==> src/rtl/k_way_sorted_merge_unit_defines.svh <==
// Assertion macros shared by the merge unit RTL.
// Expects clk and rst_n in the scope of each use.
`ifndef K_WAY_SORTED_MERGE_UNIT_DEFINES_SVH
`define K_WAY_SORTED_MERGE_UNIT_DEFINES_SVH

// same-cycle implication
`define KWM_ASSERT_NOW(lbl, ante, cons, msg) \
  lbl: assert property (@(posedge clk) disable iff (!rst_n) (ante) |-> (cons)) \
    else $error(msg);

// next-cycle implication
`define KWM_ASSERT_NXT(lbl, ante, cons, msg) \
  lbl: assert property (@(posedge clk) disable iff (!rst_n) (ante) |=> (cons)) \
    else $error(msg);

`endif

==> src/rtl/kwm_pkg.sv <==
// Package for the k-way sorted merge unit: transaction structs, command codes,
// compare-unit control struct and default sizes. No dependencies.
`timescale 1ns / 1ps

package kwm_pkg;

  localparam int NUM_LISTS_DEF  = 8;
  localparam int LIST_DEPTH_DEF = 64;
  localparam int VALUE_BITS_DEF = 32;

  localparam logic [1:0] CMD_CLEAR  = 2'd0;
  localparam logic [1:0] CMD_APPEND = 2'd1;
  localparam logic [1:0] CMD_POP    = 2'd2;

  typedef struct packed {
    logic [1:0]         cmd;
    logic [2:0]         list_index;
    logic signed [31:0] value;
  } in_t;

  typedef struct packed {
    logic signed [31:0] merged_value;
    logic [2:0]         source_list;
    logic               empty_res;
    logic               rejected;
  } out_t;

  typedef struct packed {
    logic clr;
    logic en;
  } cmp_ctl_t;

endpackage

==> src/rtl/kwm_cmp.sv <==
// Shared signed compare/select unit; tracks the running minimum head.
// Depends on kwm_pkg (cmp_ctl_t).
`timescale 1ns / 1ps

module kwm_cmp #(
  parameter int VB = 32,
  parameter int LW = 3
) (
  input  logic              clk,
  input  logic              rst_n,
  input  kwm_pkg::cmp_ctl_t ctl,
  input  logic [VB-1:0]     cand_val,
  input  logic [LW-1:0]     cand_idx,
  output logic [VB-1:0]     best_val,
  output logic [LW-1:0]     best_idx,
  output logic              found
);

  import kwm_pkg::*;

  logic [VB-1:0] best_val_r;
  logic [LW-1:0] best_idx_r;
  logic          found_r;
  logic          take;

  // later list wins ties
  assign take = ctl.en && (!found_r || ($signed(cand_val) <= $signed(best_val_r)));

  always_ff @(posedge clk) begin
    if (!rst_n) begin
      found_r <= 1'b0;
    end else if (ctl.clr) begin
      found_r <= 1'b0;
    end else if (take) begin
      found_r <= 1'b1;
    end
  end

  always_ff @(posedge clk) begin
    if (take) begin
      best_val_r <= cand_val;
      best_idx_r <= cand_idx;
    end
  end

  assign best_val = best_val_r;
  assign best_idx = best_idx_r;
  assign found    = found_r;

endmodule

==> config.mk <==
export PLATFORM = sky130hd
export DESIGN_NAME = kwm_cmp
export DESIGN_NICKNAME = d
export VERILOG_FILES = /design/src/rtl/k_way_sorted_merge_unit_defines.svh /design/src/rtl/kwm_pkg.sv /design/src/rtl/kwm_cmp.sv
export SDC_FILE = /design/constraint.sdc
export NUM_CORES = 1
export LEC_CHECK = 0
export BUFFER_PORTS_ARGS = -buffer_cell sky130_fd_sc_hd__buf_2
export CAP_MARGIN = 20
export CORE_MARGIN = 1.5
export CORE_UTILIZATION = 49
export DETAILED_ROUTE_END_ITERATION = 16
export PLACE_DENSITY = 0.78
export SYNTH_ARGS = -nofsm -noshare
export SYNTH_HDL_FRONTEND = slang
export SYNTH_SLANG_ARGS = --single-unit
==> constraint.sdc <==
create_clock -name clk -period 4.35 [get_ports clk]
set_input_delay 0.435 -clock clk [delete_from_list [all_inputs] [get_ports clk]]
set_output_delay 0.435 -clock clk [all_outputs]
set_load 0.02 [all_outputs]
==> results_dict.tcl <==
set metrics [dict create \
    endpoint_kind "register" \
    root_buffer "clkbuf_8" \
    core-area_um2 3740 \
    path_max_fanout 20 \
    syn_area_per_cell_um2 12.3 \
    ctsHoldBuffers 0 \
    skew_ns 0.00744 \
    preCtsSetupSlack_ns 1.56 \
    clock_sinks 36 \
    synthToLayoutAreaGrowth_pct 28.5 \
    critPathMaxStageDelay_ns 0.56 \
    postRouteAntennaNets 0 \
    crit_path_start_kind "register" \
    layout_common_cells "buf_2, edfxtp_1, inv_1, ha_1, a21oi_1" \
    crit_arrival_ns 2.60 \
    rsz0062_at_grt "no" \
    overflow 0 \
    peakVddDrop_mv 0.232 \
    rr_startpoint "best_val[31]" \
    antenna_found_initial 0 \
    period_share_pct 60.3 \
    async_reset_ff_share_pct 0 \
    n_antenna_cell 0 \
    placed_area_um2 2390 \
    fmax_mhz 381 \
    synth_ff_type "edfxtp_1" \
    crit_cells 8 \
    multi_input_area_um2 746 \
    power_density_nw_per_um2 346 \
    synthCells 158 \
    cts_tree "done" \
    grt_pass1_wl_um 6020 \
    avgViaCountPerCell 4.99 \
    fin_crit_ns 2.62 \
    worstRegToRegCells 8 \
    timing.rr.end "best_val[10]" \
    max_cap_violations 0 \
    die_h_um 65.9 \
    first_pass_iters 4 \
    path_buf_inv 2 \
    synth_nets 229 \
    clockBufferDepth 2 \
    dr_total_vias 1448 \
    ys_warn_count 0 \
    ys_seq_area_share_pct 55.2 \
    worstHoldPathCells 2 \
    leakagePower_uw 0.00122 \
    seqCellArea_um2 1070 \
    gp_congestion 0.752 \
    synth_top_cell_by_area "edfxtp_1" \
    synth-edff-count 35 \
    final_common_cell "buf_2" \
    grt_max_degree 21 \
    cp.required_ns 4.33 \
    cts_setup_buffers 0 \
    clkTransAtPathRegs_ns 0.07 \
    netlist-cell-type-count 24 \
    drc 0 \
    drive_gt1_share_pct 36.0 \
    worstHoldEndpoint "found" \
    htreeDepth 2 \
    io_buffers 74 \
    hp-class "in2reg" \
    dp_hpwl_um 3120 \
    rrSetupSlack_ns 1.73 \
    pin_count 75 \
    placementRows 22 \
    cts_resized 0 \
    nets 312 \
    slowest_stage "or4_1" \
    die_x_um 65.9 \
    fillers 310 \
    clkLatencyLatePin_ns 0.29 \
    stdcell_area_um2 2490 \
    die_area_um2 4350 \
    synth.top_cell.area_share_pct 54.2 \
    max_slew_margin_pct 74.6 \
    worstSetupPathType "reg2reg" \
    power.total_uw 862 \
    start_util_pct 51.8 \
    crit_chain "inv_1 > ha_1 > nand4_2 > or4_1 > o211ai_1 > a311oi_1 > and4b_1 > buf_4" \
    cts_made_buffers 5 \
    outcome "finished, final reports clean" \
    grt_pass1_vias 1439 \
    first_iter_violations 61 \
    worst_pin_slew_ns 0.380 \
    synth_area_leaders "edfxtp_1, ha_1, inv_1, a21oi_1, nand4_1" \
    synth_seq_cells 36 \
    hp-start "ctl[1]" \
    wl_per_cell_um 13.0 \
    finalSetupViolations 0 \
    path_delay_family "simple AND/OR/NAND/NOR gates" \
    netlist_area_um2 1940 \
    final.setup.tns_ns 0 \
    finalWorstSetupSlack_ns 1.73 \
    finalHoldViolations 0 \
    slew_violations 0 \
    grt_usage_pct 18.5 \
    drt_wl_total_um 3780 \
]
[cell families after synthesis]
| group | count (synthesis) | share of synthesized area, % |
|---|---|---|
| AO/OA/AOI/OAI | 27 | 8.45 |
| adder cells (fa/ha/maj) | 32 | 20.6 |
| buffers and inverters | 33 | 6.38 |
| flip-flops | 36 | 55.2 |
| AND/OR/NAND/NOR | 30 | 9.35 |
[worst reg2reg max path, stage by stage, from the launching register on]
cell,delay [ns]
edfxtp_1,0.34
inv_1,0.05
ha_1,0.35
nand4_2,0.12
or4_1,0.57
o211ai_1,0.24
a311oi_1,0.07
and4b_1,0.28
buf_4,0.28
[final cells by class]
class / count / area share [%]
inverters: 33 / 4.97
clock buffers: 6 / 2.91
repair buffers: 76 / 15.5
flip-flops and latches: 36 / 43.0
multi-input cells: 89 / 29.9
well taps: 48 / 2.41
clock inverters: 2 / 1.40
[registers in the layout, summed over array words and instances (netlist names)]
signal    cells
best_val     32
best_idx      3
found         1
[worst max-delay path by stage]
stage                            start  slack, ns            to
after floorplan           best_val[30]       1.16   best_idx[0]
after global placement    cand_val[30]       1.60   best_val[7]
after detailed placement  cand_val[31]       1.56   best_val[6]
after CTS                 best_val[30]       1.72   best_idx[1]
after global routing      best_val[31]       1.53   best_val[9]
final                     best_val[31]       1.73  best_val[10]
[power by group]
| part | switching (uW) | total (uW) | internal (uW) |
|---|---|---|---|
| clock | 119 | 289 | 170 |
| combinational | 93.7 | 155 | 61.2 |
| sequential | 9.94 | 418 | 408 |
[cell usage after synthesis (2+ instances only)]
master,count
inv_1,33
edfxtp_1,35
o211ai_1,2
a221oi_1,2
nor2_1,4
nand4_1,6
nand2_1,8
nand4_2,2
ha_1,32
nand3_1,2
a21oi_1,13
or4_1,2
o21ai_0,6
[metal layers]
metal  vias up  GRT usage (%)  wire [um]
li1        740              -          -
met1       655           21.0       1590
met2        46           33.2       1920
met3         7           4.43        206
met4         0           7.65         63
met5         -              0          0
[per-stage QoR]
step           utilization (%)  std cells  hold slack (ns)
6_report                  66.6        290            0.299
5_1_grt                   66.6        290            0.296
4_1_cts                   66.6        290            0.301
3_5_place_dp              63.7        282            0.548
3_3_place_gp              63.7        282            0.527
2_1_floorplan                -        158            0.511
Power figures use the tool's default switching activity.
